===== src/sv/pulse_period_code_classifier_unit_assert.svh =====
// Assertion macros for the pulse period code classifier
`ifndef PULSE_PERIOD_CODE_CLASSIFIER_UNIT_ASSERT_SVH
`define PULSE_PERIOD_CODE_CLASSIFIER_UNIT_ASSERT_SVH

// Same-cycle implication, checked out of reset
`define PPCC_ASSERT_NOW(lbl, ante, cons) \
    lbl: assert property (@(posedge i_clk) disable iff (!i_rst_n) (ante) |-> (cons)) \
        else $error("ppcc: same-cycle check failed");

// Next-cycle implication, checked out of reset
`define PPCC_ASSERT_NEXT(lbl, ante, cons) \
    lbl: assert property (@(posedge i_clk) disable iff (!i_rst_n) (ante) |=> (cons)) \
        else $error("ppcc: next-cycle check failed");

`endif


===== src/sv/ppcc_pkg.sv =====
`timescale 1ns / 1ps
package ppcc_pkg;

    // Ring depth default
    localparam int RING_SLOTS_DEF = 10;

    // Field widths
    localparam int EDGE_W   = 32;
    localparam int PERIOD_W = 16;
    localparam int CODE_W   = 4;
    localparam int TOL_W    = 8;
    localparam int NOM_CNT  = 16;

    // ticks / 40 = (ticks >> 3) / 5; /5 as multiply by ceil(2^34 / 5), shift 34
    localparam int        DIV_PRE_SHIFT = 3;
    localparam int        DIV_SHIFT     = 34;
    localparam logic [31:0] DIV5_MAGIC  = 32'hCCCC_CCCD;
    localparam int        PRE_W         = EDGE_W - DIV_PRE_SHIFT;
    localparam int        PROD_W        = PRE_W + 32;
    localparam int        QUOT_W        = PROD_W - DIV_SHIFT;

    // Reset value of the tolerance register
    localparam logic [TOL_W-1:0] TOL_RESET = 8'd10;

    // Nominal periods in microseconds, code 0 is the longest
    function automatic logic [PERIOD_W-1:0] nominal_us(input logic [CODE_W-1:0] idx);
        logic [PERIOD_W-1:0] v;
        case (idx)
            4'd0:    v = 16'd1333;
            4'd1:    v = 16'd1277;
            4'd2:    v = 16'd1222;
            4'd3:    v = 16'd1166;
            4'd4:    v = 16'd1111;
            4'd5:    v = 16'd1055;
            4'd6:    v = 16'd1000;
            4'd7:    v = 16'd944;
            4'd8:    v = 16'd889;
            4'd9:    v = 16'd833;
            4'd10:   v = 16'd778;
            4'd11:   v = 16'd722;
            4'd12:   v = 16'd667;
            4'd13:   v = 16'd611;
            4'd14:   v = 16'd556;
            default: v = 16'd500;
        endcase
        return v;
    endfunction

    // One classified period
    typedef struct packed {
        logic [PERIOD_W-1:0] period_us;
        logic [CODE_W-1:0]   code;
        logic                valid;
    } t_sample;

    // One ring slot
    typedef struct packed {
        logic                valid;
        logic [CODE_W-1:0]   code;
    } t_slot;

    // Full result beat
    typedef struct packed {
        logic                consensus_valid;
        logic [CODE_W-1:0]   consensus_code;
        logic                sample_valid;
        logic [CODE_W-1:0]   sample_code;
        logic [PERIOD_W-1:0] period_us;
    } t_result;

endpackage


===== src/sv/ppcc_ring.sv =====
`timescale 1ns / 1ps
module ppcc_ring #(
    parameter int RING_SLOTS = ppcc_pkg::RING_SLOTS_DEF
) (
    input  logic                 i_clk,
    input  logic                 i_rst_n,
    input  logic                 i_load,
    input  ppcc_pkg::t_sample    i_sample,
    output ppcc_pkg::t_result    o_result
);
    import ppcc_pkg::*;

    localparam int PTR_W = (RING_SLOTS > 1) ? $clog2(RING_SLOTS) : 1;

    t_slot            r_slots [RING_SLOTS];
    t_slot            n_slots [RING_SLOTS];
    logic [PTR_W-1:0] r_wr_slot;
    logic             w_agree;
    t_result          r_result;

    // Ring as it stands after this sample is written
    always_comb begin
        for (int i = 0; i < RING_SLOTS; i++) begin
            if (r_wr_slot == PTR_W'(i)) begin
                n_slots[i].valid = i_sample.valid;
                n_slots[i].code  = i_sample.code;
            end else begin
                n_slots[i] = r_slots[i];
            end
        end
    end

    // Every slot valid and equal to slot zero
    always_comb begin
        w_agree = n_slots[0].valid;
        for (int i = 1; i < RING_SLOTS; i++) begin
            if (!n_slots[i].valid || n_slots[i].code != n_slots[0].code) begin
                w_agree = 1'b0;
            end
        end
    end

    // Ring slots and write pointer
    always_ff @(posedge i_clk) begin
        if (!i_rst_n) begin
            r_wr_slot <= '0;
            for (int i = 0; i < RING_SLOTS; i++) begin
                r_slots[i] <= '0;
            end
        end else if (i_load) begin
            r_slots   <= n_slots;
            r_wr_slot <= (r_wr_slot == PTR_W'(RING_SLOTS - 1)) ? '0 : r_wr_slot + 1'b1;
        end
    end

    // Result register
    always_ff @(posedge i_clk) begin
        if (i_load) begin
            r_result.period_us       <= i_sample.period_us;
            r_result.sample_code     <= i_sample.code;
            r_result.sample_valid    <= i_sample.valid;
            r_result.consensus_code  <= w_agree ? n_slots[0].code : '0;
            r_result.consensus_valid <= w_agree;
        end
    end

    assign o_result = r_result;

endmodule


===== config.mk =====
export PLATFORM = sky130hd
export DESIGN_NAME = ppcc_ring
export DESIGN_NICKNAME = d
export VERILOG_FILES = /design/src/sv/pulse_period_code_classifier_unit_assert.svh /design/src/sv/ppcc_pkg.sv /design/src/sv/ppcc_ring.sv
export SDC_FILE = /design/constraint.sdc
export NUM_CORES = 1
export LEC_CHECK = 0
export BUFFER_PORTS_ARGS = -buffer_cell sky130_fd_sc_hd__buf_2
export CAP_MARGIN = 30
export CORE_ASPECT_RATIO = 0.5
export CORE_MARGIN = 1
export CORE_UTILIZATION = 35
export CTS_BUF_LIST = sky130_fd_sc_hd__clkbuf_8 sky130_fd_sc_hd__clkbuf_16
export DETAILED_ROUTE_END_ITERATION = 6
export HOLD_SLACK_MARGIN = 0.08
export SETUP_SLACK_MARGIN = 0.02
export SLEW_MARGIN = 20
export SYNTH_ARGS = -nofsm -noshare
export SYNTH_HDL_FRONTEND = slang
export SYNTH_SLANG_ARGS = --single-unit

===== constraint.sdc =====
create_clock -name i_clk -period 3.2 [get_ports i_clk]
set_input_delay 0.48 -clock i_clk [delete_from_list [all_inputs] [get_ports i_clk]]
set_output_delay 0.48 -clock i_clk [all_outputs]
set_load 0.05 [all_outputs]

==> impl_metrics.yaml <==
yosys:
  synth.top_cell.area_share_pct: 24.94
  ys_seq_area_share_pct: 42.94
  post-synth-top-area-cell: "dfxtp_1"
  ys_types: 57
  synth_nets: 502
  syn_inst: 478
  synthFlopType: "dfxtp_1"
  avgSynthCellArea_um2: 9.070
  ys.warnings.count: 0
  ys_top_cells_by_area: "dfxtp_1 (25%), edfxtp_1 (18%), nand2_1 (6.8%), a21boi_0 (6.6%), nand3_1 (5.3%)"
  synth-seq-cells: 80
  async_flop_share_pct: 0
  netlist_area_um2: 4335
  synth-edff-count: 26
hold_path:
  hp-start: "i_sample[16]"
  min_path_cells: 1
  hold_class: "in2reg"
  min_to: "o_result[11]$_DFFE_PP_"
cts:
  cts_resized: 0
  cts_hold_buffers: 0
  clkLatencyLatePin_ps: 350
  numCtsBuffers: 9
  cts_setup_buffers: 0
  clk_pin_slew_worst_paths_ps: 60
  cts_root_buffer: "clkbuf_16"
  tritoncts: "yes"
  cts-root-to-sink-buffers: 2
  htreeDepth: 3
  cts.sink_count: 80
sta:
  finalSetupTns_ps: 0
  max_freq_mhz: 345.0
  setup_ws_ps: 301.3
  rsz0062_at_grt: "no"
  tightest_slew_ps: 845.8
  timing.final.crit_period_ps: 2899
  finClkSkew_ps: 5.588
  finalSetupViolCount: 0
  hold_violations: 0
  relSlewSlack_pct: 43.61
  period_share_pct: 90.59
  hold_ws_ps: 304.3
  maxSlewViolCount: 0
route:
  drtIter0Drc: 365
  drc: 0
  vias: 3764
  first_pass_iters: 5
  drt-wirelength-per-cell_um: 17.44
  ant_nets: 0
  wl_um: 12110
  viasPerCell: 5.424
floorplanning:
  die_h_um: 80.70
  row_count: 28
  io_pins: 50
  die_w_um: 159.4
  core_area_um2: 11950
  initial_core_util_pct: 36.29
  die_area_um2: 12860
placement:
  gp_congestion: 1.014
  postPlaceCellArea_um2: 4820
  placedCellCount: 678
  dp_hpwl_um: 8696
  dp_slack_ps: 351.4
  portBuffers: 49
critical_path:
  worst-path-max-fanout: 23
  cp_data_required_time_ps: 3340
  rr_worst_depth: 6
  critPathCaptureType: "flip-flop"
  timing.rr.start: "r_wr_slot[3]$_SDFFE_PN0P_"
  crit_chain: "buf_4, nor4b_2, mux2i_1, or4_1, a221o_1, nor4_1"
  cp_slowest_cell: "dfxtp_1"
  startpoint_type: "flip-flop"
  worst-setup-path-type: "reg2reg"
  arrival_ps: 3040
  rr_endpoint: "o_result[21]$_SDFFCE_PN0P_"
  worst_path_largest_cell_delay_ps: 560
  r2r_slack_ps: 300
  critPathBufInv: 1
  cpLargestDelayFamily: "simple AND/OR/NAND/NOR gates"
layout:
  layout-drive-gt1-share_pct: 20.79
  diodes: 0
  fin_util_pct: 42.68
  syn2layout_area_growth_pct: 17.60
  fillCellCount: 1189
  finalInstanceArea_um2: 5099
  stdcell_count: 694
  fin_nets: 548
power_and_ir_drop:
  ir_drop_v: 0.0002792
  total_power_mw: 2.495
  p_per_area_nw_per_um2: 489.3
  p_leak_nw: 1.812
global_route:
  grt_start_max_net_pins: 58
  track_usage_pct: 19.74
  grt_pass1_wl_um: 19180
  antenna_found_initial: 0
  grt.overflow.total: 0
  grt_pass1_vias: 3327
run_status:
  outcome: "complete, no violations"
run:
  maxCapViolCount: 0
[registers in the layout, summed over array words and instances (netlist names)]
name and cells:
r_slots 50, o_result 26, r_wr_slot 4
[routing by layer]
layer  share of wire, %  up-vias  wire, um  global-route usage [%]
met3                8.3       19      1001                   4.804
met4                2.1        0       253                   7.596
met2                 41      150      5021                   29.04
met1                 48     1759      5829                   27.78
li1                   -     1836         -                       -
met5                  0        -         0                       0
[where the power goes]
part           switching, mW  total (mW)  internal [mW]
registers             0.0251        1.12           1.09
logic                  0.272       0.404          0.132
clock network          0.442       0.974          0.532
[cells in the final DEF, fill, tap and decap left out, types with 3 or more instances in the layout]
| master | n |
|---|---|
| o22ai_1 | 6 |
| nand2b_1 | 3 |
| o211ai_1 | 3 |
| a31oi_1 | 3 |
| mux2_2 | 6 |
| nor2b_1 | 8 |
| o21ai_0 | 13 |
| clkbuf_16 | 9 |
| inv_6 | 3 |
| xnor2_1 | 4 |
| edfxtp_1 | 26 |
| xor2_1 | 3 |
| a22o_1 | 3 |
| and4bb_2 | 3 |
| nand2_1 | 78 |
| nor2_1 | 15 |
| a21boi_0 | 38 |
| buf_4 | 30 |
| nor3b_1 | 4 |
| nor4b_4 | 3 |
| nand4_1 | 4 |
| nand4b_1 | 3 |
| nor3_1 | 5 |
| a22oi_1 | 4 |
| a21oi_1 | 16 |
| dfxtp_1 | 54 |
| nand3b_1 | 4 |
| inv_1 | 7 |
| o211a_1 | 10 |
| buf_2 | 48 |
| mux2i_1 | 20 |
| nor4_1 | 8 |
| nand3_1 | 46 |
[kinds of logic after synthesis]
logic type,share of synthesized area [%]
buffers and inverters,5.080
AOI/OAI and AO/OA,18.76
muxes,6.176
xor gates and xnor gates,1.414
DFF,42.94
and+or+nand+nor,25.63
[worst max path at each step]
| stage | cells after the start | endpoint | slack [ps] | start |
|---|---|---|---|---|
| after floorplan | 7 | o_result[21]$_SDFFCE_PN0P_ | 480 | r_wr_slot[1]$_SDFFE_PN0P_ |
| after CTS | 6 | o_result[25]$_DFFE_PP_ | 330 | r_wr_slot[3]$_SDFFE_PN0P_ |
| after global routing | 8 | o_result[23]$_SDFFCE_PN0P_ | 70 | r_wr_slot[3]$_SDFFE_PN0P_ |
| after global placement | 8 | o_result[23]$_SDFFCE_PN0P_ | 420 | r_wr_slot[3]$_SDFFE_PN0P_ |
| final | 6 | o_result[21]$_SDFFCE_PN0P_ | 300 | r_wr_slot[3]$_SDFFE_PN0P_ |
| after detailed placement | 8 | o_result[25]$_DFFE_PP_ | 350 | r_wr_slot[3]$_SDFFE_PN0P_ |
[Yosys cell counts (3+ instances only)]
| cell type | count |
|---|---|
| o211a_1 | 10 |
| edfxtp_1 | 26 |
| mux2i_1 | 20 |
| o21ai_0 | 13 |
| nor4b_4 | 3 |
| a21boi_0 | 38 |
| nand2_1 | 78 |
| buf_6 | 3 |
| nor3b_1 | 4 |
| nor4_1 | 8 |
| dfxtp_1 | 54 |
| nor2_1 | 15 |
| xnor2_1 | 4 |
| clkbuf_1 | 27 |
| buf_1 | 5 |
| a22oi_1 | 4 |
| nand3_1 | 46 |
| nor3_1 | 5 |
| o22ai_1 | 6 |
| a31oi_1 | 3 |
| nand2b_1 | 3 |
| mux2_2 | 6 |
| nand4_1 | 4 |
| and4bb_2 | 3 |
| o211ai_1 | 3 |
| inv_1 | 7 |
| a21oi_1 | 16 |
| buf_2 | 8 |
| xor2_1 | 3 |
| nand4b_1 | 3 |
| nor2b_1 | 8 |
| nand3b_1 | 4 |
| a22o_1 | 3 |
[area by class of cell]
class	instances	area (um2)	share of cell area, %
clock buffer	9	225.2	4.417
clock inverter	7	53.80	1.055
sequential	80	1862	36.52
tap	165	206.4	4.049
inverter	7	26.28	0.5153
timing repair buffer	78	465.4	9.129
multi-input combinational	348	2260	44.32
Note: power is estimated with default switching activity, not from simulation.
