**config.mk**
```make
export PLATFORM = sky130hd
export DESIGN_NAME = ppcc_classify
export DESIGN_NICKNAME = d
export VERILOG_FILES = /design/src/sv/pulse_period_code_classifier_unit_assert.svh /design/src/sv/ppcc_pkg.sv /design/src/sv/ppcc_classify.sv
export SDC_FILE = /design/constraint.sdc
export NUM_CORES = 1
export LEC_CHECK = 0
export BUFFER_PORTS_ARGS = -buffer_cell sky130_fd_sc_hd__buf_2
export CAP_MARGIN = 20
export CORE_MARGIN = 3
export CORE_UTILIZATION = 41
export CTS_BUF_LIST = sky130_fd_sc_hd__clkbuf_8 sky130_fd_sc_hd__clkbuf_16
export DETAILED_ROUTE_END_ITERATION = 8
export PLACE_DENSITY_LB_ADDON = 0.2
export REMOVE_ABC_BUFFERS = 1
export SYNTH_ARGS = -nofsm -noshare
export SYNTH_HDL_FRONTEND = slang
export SYNTH_SLANG_ARGS = --single-unit
```
**constraint.sdc**
```tcl
create_clock -name i_clk -period 11.5 [get_ports i_clk]
set_input_delay 0.575 -clock i_clk [delete_from_list [all_inputs] [get_ports i_clk]]
set_output_delay 0.575 -clock i_clk [all_outputs]
set_load 0.005 [all_outputs]
```
**src/sv/pulse_period_code_classifier_unit_assert.svh**
```systemverilog
// Assertion macros for the pulse period code classifier
`ifndef PULSE_PERIOD_CODE_CLASSIFIER_UNIT_ASSERT_SVH
`define PULSE_PERIOD_CODE_CLASSIFIER_UNIT_ASSERT_SVH

// Same-cycle implication, checked out of reset
`define PPCC_ASSERT_NOW(lbl, ante, cons) \
    lbl: assert property (@(posedge i_clk) disable iff (!i_rst_n) (ante) |-> (cons)) \
        else $error("ppcc: same-cycle check failed");

// Next-cycle implication, checked out of reset
`define PPCC_ASSERT_NEXT(lbl, ante, cons) \
    lbl: assert property (@(posedge i_clk) disable iff (!i_rst_n) (ante) |=> (cons)) \
        else $error("ppcc: next-cycle check failed");

`endif

```
**src/sv/ppcc_pkg.sv**
```systemverilog
`timescale 1ns / 1ps
package ppcc_pkg;

    // Ring depth default
    localparam int RING_SLOTS_DEF = 10;

    // Field widths
    localparam int EDGE_W   = 32;
    localparam int PERIOD_W = 16;
    localparam int CODE_W   = 4;
    localparam int TOL_W    = 8;
    localparam int NOM_CNT  = 16;

    // ticks / 40 = (ticks >> 3) / 5; /5 as multiply by ceil(2^34 / 5), shift 34
    localparam int        DIV_PRE_SHIFT = 3;
    localparam int        DIV_SHIFT     = 34;
    localparam logic [31:0] DIV5_MAGIC  = 32'hCCCC_CCCD;
    localparam int        PRE_W         = EDGE_W - DIV_PRE_SHIFT;
    localparam int        PROD_W        = PRE_W + 32;
    localparam int        QUOT_W        = PROD_W - DIV_SHIFT;

    // Reset value of the tolerance register
    localparam logic [TOL_W-1:0] TOL_RESET = 8'd10;

    // Nominal periods in microseconds, code 0 is the longest
    function automatic logic [PERIOD_W-1:0] nominal_us(input logic [CODE_W-1:0] idx);
        logic [PERIOD_W-1:0] v;
        case (idx)
            4'd0:    v = 16'd1333;
            4'd1:    v = 16'd1277;
            4'd2:    v = 16'd1222;
            4'd3:    v = 16'd1166;
            4'd4:    v = 16'd1111;
            4'd5:    v = 16'd1055;
            4'd6:    v = 16'd1000;
            4'd7:    v = 16'd944;
            4'd8:    v = 16'd889;
            4'd9:    v = 16'd833;
            4'd10:   v = 16'd778;
            4'd11:   v = 16'd722;
            4'd12:   v = 16'd667;
            4'd13:   v = 16'd611;
            4'd14:   v = 16'd556;
            default: v = 16'd500;
        endcase
        return v;
    endfunction

    // One classified period
    typedef struct packed {
        logic [PERIOD_W-1:0] period_us;
        logic [CODE_W-1:0]   code;
        logic                valid;
    } t_sample;

    // One ring slot
    typedef struct packed {
        logic                valid;
        logic [CODE_W-1:0]   code;
    } t_slot;

    // Full result beat
    typedef struct packed {
        logic                consensus_valid;
        logic [CODE_W-1:0]   consensus_code;
        logic                sample_valid;
        logic [CODE_W-1:0]   sample_code;
        logic [PERIOD_W-1:0] period_us;
    } t_result;

endpackage

```
**src/sv/ppcc_classify.sv**
```systemverilog
`timescale 1ns / 1ps
module ppcc_classify (
    input  logic                                i_clk,
    input  logic                                i_load,
    input  logic [ppcc_pkg::QUOT_W-1:0]         i_quot,
    input  logic [ppcc_pkg::TOL_W-1:0]          i_tol,
    output ppcc_pkg::t_sample                   o_sample
);
    import ppcc_pkg::*;

    logic [PERIOD_W-1:0] w_period;
    logic [CODE_W-1:0]   w_code;
    logic                w_hit;
    t_sample             r_sample;

    // Saturate the quotient to 16 bits
    assign w_period = (|i_quot[QUOT_W-1:PERIOD_W]) ? {PERIOD_W{1'b1}}
                                                   : i_quot[PERIOD_W-1:0];

    // Open window test on each nominal period; lowest index wins
    always_comb begin
        logic [PERIOD_W:0] lo;
        logic [PERIOD_W:0] hi;
        logic [PERIOD_W:0] p;
        w_code = '0;
        w_hit  = 1'b0;
        p      = {1'b0, w_period};
        for (int i = NOM_CNT - 1; i >= 0; i--) begin
            lo = {1'b0, nominal_us(CODE_W'(i))} - {{(PERIOD_W + 1 - TOL_W){1'b0}}, i_tol};
            hi = {1'b0, nominal_us(CODE_W'(i))} + {{(PERIOD_W + 1 - TOL_W){1'b0}}, i_tol};
            if (p > lo && p < hi) begin
                w_code = CODE_W'(i);
                w_hit  = 1'b1;
            end
        end
    end

    // Sample register
    always_ff @(posedge i_clk) begin
        if (i_load) begin
            r_sample.period_us <= w_period;
            r_sample.code      <= w_code;
            r_sample.valid     <= w_hit;
        end
    end

    assign o_sample = r_sample;

endmodule

```
==> metrics, run 1 <==
Worst VDD drop about 0.000046 V; Worst Hold Class input port to flip-flop; Num CTS Buffers 3; clock tree buffer depth 2; H-tree level count 1; Pre-antenna DRT Iters 5; synthesized flop and latch total 21; clk sinks 21; full die area 24900 um^2; DIE WIDTH roughly 160 um; cell family with most CP delay adder cells; initial antenna violation count 1; Core ar. approximately 22000 um^2; PortBufs between 50 and 60; syn avg cell area roughly 7.8 um^2; cell mode on critical path ha_1; Final Non-Filler Cells 1513; Final Hold Fails 0; sequential area share after synthesis 0.0669; Worst Path Required about 12 ns; Post-CTS Setup Inserts 0; slowest cell on the critical path clkinv_1; startpoint type of the worst setup path input port; # resized after CTS 0; Detailed Route WL 40300 um; Max Freq about 170 MHz; CTS tree done; DP HPWL 29100 um; final setup violation count 0; worst slew pin tran 1.31 ns; headroom to the max-slew limit 0.116; top-area cell type share of the netlist area 0.317; Buf/Inv on CP 4; crit path DAT 5.79 ns; via count 9949; final worst slack 5.71 ns; post-synth top area cell ha_1; grt total ovfl 0; RSZ-0062 raised after global routing no; Crit. End Element flip-flop; PD cells 52.8 nW/um^2; Starting DRT DRC Count 1048; hold_buf cts 0; Avg WL per Cell around 27 um; CTS clk-pin slew, worst paths 0.05 ns; Post-synth EDFFs 21; largest net degree at the start of global routing 36; TNS Setup 0 ns; Leakage 4.04 nW; pre-CTS setup slack 5.60 ns; Die Span Y 158 um; WS Path Type input port to flip-flop; clock period minus worst slack 5.79 ns; Post-Syn Instances 1209; DRC 0; Hold Worst Slack 0.600 ns; fin. max-slew vios 0; dpl cells 1508; Starting Density 0.424; largest stage delay on the critical path 1.02 ns; Final #Nets 1509; cells taking the most area after synthesis ha_1, xnor2_1, edfxtp_1, a21oi_1, nand2_1; share of layout cells above drive strength 1 0.0909; MaxCap Viol Count 0; status complete, no violations; crit share post-route 0.503; CTS Root Cell clkbuf_16; critical-path cell list buf_2, buf_4, clkinv_1, ha_1, ha_1, inv_1, o21ai_0, ha_1, nand3_1, nor2_1, a21oi_1, maj3_1, a22oi_1, a311oi_2, nor3_2, o21ai_2, nor3_2, nand2_1; gpl congestion 1.03; Post-synth ARST share 0; utilization after layout 0.451; first-pass GRT wire length 59400 um; Crit Path Max Fanout 34; P&R area growth vs syn 6.31%; Most used DFF post-synth edfxtp_1; Total Routing Usage GR 0.317; Rows 54; Top Ports slightly below 60; max reg flops 21; Distinct cells, synth 83; Synth Cell Area 9430 um^2; Vias per Instance 6.58; remaining antenna violation count after routing 0; vias in the first global route 9535; total of warnings raised by yosys 0
==> cell families after synthesis <==
group | Yosys count | share of synthesized area
AOI/OAI and AO/OA | 362 | 0.248
and+or+nand+nor | 310 | 0.170
adders and majority gates | 251 | 0.330
xor gates and xnor gates | 144 | 0.134
buffers and inverters | 121 | 0.0517
DFF | 21 | 0.0669
==> cell type report <==
type | count | area [um^2]
inverter | 69 | 262
clock inverter | 1 | 3.75
multi-input combinational | 1067 | 8310
timing repair buffer | 71 | 390
fill | 2246 | 12200
tap | 280 | 350
sequential | 21 | 631
antenna | 1 | 2.50
clock buffer | 3 | 75.1
==> final timing paths <==
check | start | endpoint | cells past startpoint
worst min-delay path | i_quot[12] | o_sample[17] | 2
worst max-delay path | i_tol[5] | o_sample[0] | 18
==> synth_stat cells (11+ instances only) <==
library cell and number:
buf_1 11, a211oi_1 11, xnor2_1 136, edfxtp_1 21
o21ai_0 81, a21o_1 29, a21oi_1 107, nor2b_1 21
nand2_1 111, o21a_1 22, nand4_1 20, clkbuf_1 33
nor3_1 14, a31oi_1 16, nand2b_1 14, o211ai_1 18
inv_1 63, nand3_1 17, ha_1 239, nor2_1 53
==> where the power goes <==
part           switching [mW]  total (mW)  internal [mW]  leakage [nW]
clock                  0.0246      0.0709         0.0463        0.0423
sequential           0.000996      0.0889         0.0879         0.209
combinational           0.225       0.370          0.146          3.79
==> stage by stage <==
stage | area [um^2] | power, mW
final | 10000 | 0.530
after global routing | 10000 | 0.571
after CTS | 10000 | 0.522
after detailed placement | 9950 | 0.448
after global placement | 9950 | 0.447
after floorplan | 9210 | 0.332
==> layer usage <==
layer,global-route usage,up-vias,routed length (um)
met4,0.144,2,2150
met2,0.485,627,16800
met5,0,-,15
met3,0.0662,164,4160
met1,0.427,4662,17200
li1,-,4494,-
==> placed cells by master (no fill, tap or decap), types with 17 or more instances in the layout <==
cell type	count
o21ai_0	81
nor2_1	53
nor2b_1	21
a21o_1	29
buf_2	57
nand4_1	20
ha_1	239
a21oi_1	107
inv_1	64
o211ai_1	18
nand3_1	17
edfxtp_1	21
o21a_1	22
nand2_1	111
xnor2_1	136
(Power assumes the default switching activity.)
==> run 2: changes to the inputs <==
Clock period 11.5 ns to 4.8 ns, I/O delays scaled along.
==> run 2 against run 1 <==
  * Global-route usage rose by 1.4 points
  * Clock power rose by 150%
  * Non-clock buffer count rose by 65
  * Sequential power rose by 140%
  * First-iteration DRC count fell by 0.86%
  * Critical endpoint is now o_sample[2]
==> metrics, run 2 (synthesis gave the netlist of run 1 again) <==
status complete, no violations; DP HPWL between 30000 and 40000 um; CTS tree done; Worst Hold Class input port to flip-flop; MaxCap Viol Count 0; DRC 0; Starting Density 0.424; Max Freq roughly 220 MHz; crit path DAT 4.61 ns; initial antenna violation count 1; clock period minus worst slack 4.51 ns; max reg flops 21; Rows 54; met1 wire length around 18000 um; WL met3 3720 um; PD cells roughly 130 nW/um^2; Worst VDD drop 0.000101 V; # resized after CTS 0; Vias per Instance 6.38; via count 10063; largest stage delay on the critical path 0.59 ns; most frequent cells in the layout ha_1, xnor2_1, nand2_1, a21oi_1, o21ai_0; hold_buf cts 0; Crit Path Max Fanout 13; grt total ovfl 0; worst slew pin tran 1.08 ns; CTS clk-pin slew, worst paths 0.06 ns; RSZ-0062 raised after global routing no; top routing layer in use met5; Die Span Y 158 um; Post-CTS Setup Inserts 0; Starting DRT DRC Count 1039; P&R area growth vs syn 11.8%; Avg WL per Cell 26.6 um; PortBufs 57; final setup violation count 0; critical-path cell list buf_2, or4_4, or3_1, or2_2, buf_4, ha_1, a21o_1, a2111oi_0, a21oi_1, a311oi_1, a22oi_1, nand2_1, a21oi_1, o21ai_0, nor3b_2; Leakage 4.36 nW; H-tree level count 1; vias in the first global route 9583; hold path depth 2; startpoint type of the worst setup path input port; headroom to the max-slew limit 0.282; largest net degree at the start of global routing 28; DIE WIDTH around 160 um; Crit. End Element flip-flop; dpl cells 1573; Final Hold Fails 0; Final #Nets 1574; Pre-antenna DRT Iters 5; clock tree buffer depth 2; Detailed Route WL 42000 um; clk sinks 21; gpl congestion ~1.1; share of layout cells above drive strength 1 0.137; crit share post-route 0.939; full die area 24900 um^2; Worst Path Required 4.90 ns; slowest cell on the critical path or4_4; Top Ports 58; TNS Setup 0 ns; first-pass GRT wire length 61300 um; Worst Hold End o_sample[18]; cell mode on critical path a21oi_1; Final Non-Filler Cells 1578; Core ar. 22200 um^2; most common cell after layout, fill and taps aside ha_1; WS Path Type input port to flip-flop; CTS Root Cell clkbuf_16; met2 WL 17900 um; Total Routing Usage GR 0.330; hold path start i_quot[13]; Num CTS Buffers 3; remaining antenna violation count after routing 0; fin. max-slew vios 0
## run 2: report_power, final
group	leakage [nW]	switching, mW	internal [mW]
Sequential	0.209	0.00213	0.210
Combinational	4.11	0.557	0.375
Clock	0.0409	0.0636	0.112
## run 2: cell type report
type	count	area, um^2
Antenna cell	1	2.50
Clock inverter	1	5.00
Multi-Input combinational cell	1067	8310
Sequential cell	21	631
Clock buffer	3	75.1
Fill cell	2297	11700
Tap cell	280	350
Timing Repair Buffer	136	903
Inverter	69	262
## run 2: how the worst max path moves through the flow
stage                    start          end  slack (ns)  cells past startpoint
CTS                 i_quot[22]  o_sample[2]        0.39                     15
detailed placement  i_quot[22]  o_sample[2]        0.17                     15
floorplan           i_quot[19]  o_sample[0]        0.60                     14
global route        i_quot[22]  o_sample[2]        0.07                     15
global placement    i_quot[22]  o_sample[2]        0.13                     15
finish              i_quot[22]  o_sample[2]        0.29                     15
## run 2: metrics by stage
stage / utilization / instance area [um^2] / setup WS [ns] / hold WS [ns] / total power, mW
after global routing: 0.474 / 10500 / 0.0745 / 0.268 / 1.42
final: 0.474 / 10500 / 0.292 / 0.264 / 1.32
after floorplan: - / 9210 / 0.604 / 0.352 / 0.795
after global placement: 0.471 / 10500 / 0.130 / 0.525 / 1.11
after detailed placement: 0.471 / 10500 / 0.165 / 0.525 / 1.12
after CTS: 0.474 / 10500 / 0.393 / 0.261 / 1.30
## run 2: critical path: cells and delay by family
family	cells	cell delay, ns
adders and majority gates	1	0.33
AOI/OAI and AO/OA	7	1.60
and+or+nand+nor	5	2.01
buffers and inverters	2	0.40
## run 2: layer usage
| metal | track usage | vias to the layer above |
|---|---|---|
| met2 | 0.512 | 523 |
| met4 | 0.131 | 2 |
| li1 | - | 4616 |
| met1 | 0.461 | 4787 |
| met5 | 0 | - |
| met3 | 0.0492 | 135 |
==> run 3: changes to the inputs <==
Settings changed: CORE_UTILIZATION 41 to 45.
==> run 3 against run 2 <==
  * Combinational power down 0.6%
  * Sequential power about the same
  * Hold slack improved by 0.0081 ns
  * Critical path depth unchanged
  * Via count increased by 0.36%
  * First-iteration DRC count grew 0.29%
  * Non-clock buffer count shrank 1
  * Final area is 0.23% lower
  * Global-route usage is 2.8 points higher
  * Flip-flop and latch count stayed put
  * Clock power down 6%
  * Largest power group unchanged
==> metrics, run 3 (synthesis gave the netlist of run 1 again) <==
status complete, no violations; Crit Path Max Fanout 6; clock tree buffer depth 2; Avg WL per Cell 26.6 um; PortBufs 57; met1 usage 0.480; worst slew pin tran 0.902 ns; post-route cell area approximately 11000 um^2; Design Power about 1.3 mW; n_diodes 0; CTS tree done; H-tree level count 1; Max Freq approximately 220 MHz; largest net degree at the start of global routing 35; P&R area growth vs syn 11.5%; Worst VDD drop around 0.00010 V; most frequent cells in the layout ha_1, xnor2_1, nand2_1, a21oi_1, o21ai_0; CTS clk-pin slew, worst paths 0.05 ns; most common cell after layout, fill and taps aside ha_1; hold path depth 2; DP HPWL about 33000 um; clock period minus worst slack 4.53 ns; remaining antenna violation count after routing 0; RSZ-0062 raised after global routing no; # resized after CTS 0; final setup violation count 0; full die area 22700 um^2; gpl congestion between 1 and 1.5; grt total ovfl 0; Detailed Route WL 41700 um; crit path DAT 4.52 ns; Starting Density 0.462; startpoint type of the worst setup path input port; DIE WIDTH 151 um; crit share post-route 0.943; Final Hold Fails 0; Worst Hold Class input port to flip-flop; TNS Setup 0 ns; MaxCap Viol Count 0; fin. max-slew vios 0; vias in the first global route roughly 9600; Vias per Instance 6.45; Starting DRT DRC Count ~1000; Pre-antenna DRT Iters 6; Num CTS Buffers 3; CTS Root Cell clkbuf_16; headroom to the max-slew limit 0.398; share of layout cells above drive strength 1 0.136; GR peak layer met2; first-pass GRT wire length about 61000 um; GR Util met3 0.0727; Final #Nets ~1600; Hold Worst Slack 0.272 ns; Rows 52; hold_buf cts 0; PD cells 124 nW/um^2; max reg flops 21; Die Span Y about 150 um; Worst Path Required 4.80 ns; DRC 0; Crit. End Element flip-flop; Core ar. slightly above 20000 um^2; initial antenna violation count 1; M2 GR Usage 0.557; Post-CTS Setup Inserts 0; Leakage 4.36 nW; WS Path Type input port to flip-flop; clk sinks 21; via count a little over 10000; Top Ports 58; placed cell areas 10400 um^2; Total Routing Usage GR 0.358
==> run 3: area by class of cell <==
class / count / area [um^2]
fillers: 2084 / 9910
multi-input cells: 1067 / 8310
repair buffers: 135 / 896
flip-flops and latches: 21 / 631
well taps: 270 / 338
inverters: 69 / 262
clock buffers: 3 / 75.1
clock inverters: 1 / 3.75
==> run 3: routing by layer <==
| metal | vias up | wire [um] |
|---|---|---|
| li1 | 4606 | - |
| met5 | - | 19 |
| met3 | 162 | 4380 |
| met2 | 639 | 17500 |
| met1 | 4690 | 17400 |
| met4 | 2 | 2390 |
==> run 3: through the flow <==
step	util	instances	setup WS, ns
2_1_floorplan	-	1157	0.604
3_3_place_gp	0.511	1562	0.130
3_5_place_dp	0.511	1562	0.0966
4_1_cts	0.515	1566	0.326
5_1_grt	0.515	1566	0.00827
6_report	0.515	1566	0.273
==> run 3: path summary, 6_finish.rpt <==
path / startpoint / endpoint / slack, ns
max: i_quot[19] / o_sample[2] / 0.27
min: i_quot[14] / o_sample[19] / 0.27
==> run 3: report_power, final <==
group / internal (mW) / switching [mW]
combinational: 0.374 / 0.552
clock: 0.111 / 0.0557
sequential: 0.210 / 0.00197
==> run 3: critical path, stage by stage <==
cell and delay (ns):
buf_2 0.10, or4_1 0.56, or3_1 0.46, or2_2 0.39
ha_1 0.38, nor2b_1 0.17, o21ai_0 0.33, a21oi_1 0.12
o41ai_1 0.58, a2111oi_0 0.26, a311oi_1 0.35, a21oi_1 0.17
a21oi_1 0.16, o21ai_0 0.09, nor3b_2 0.16
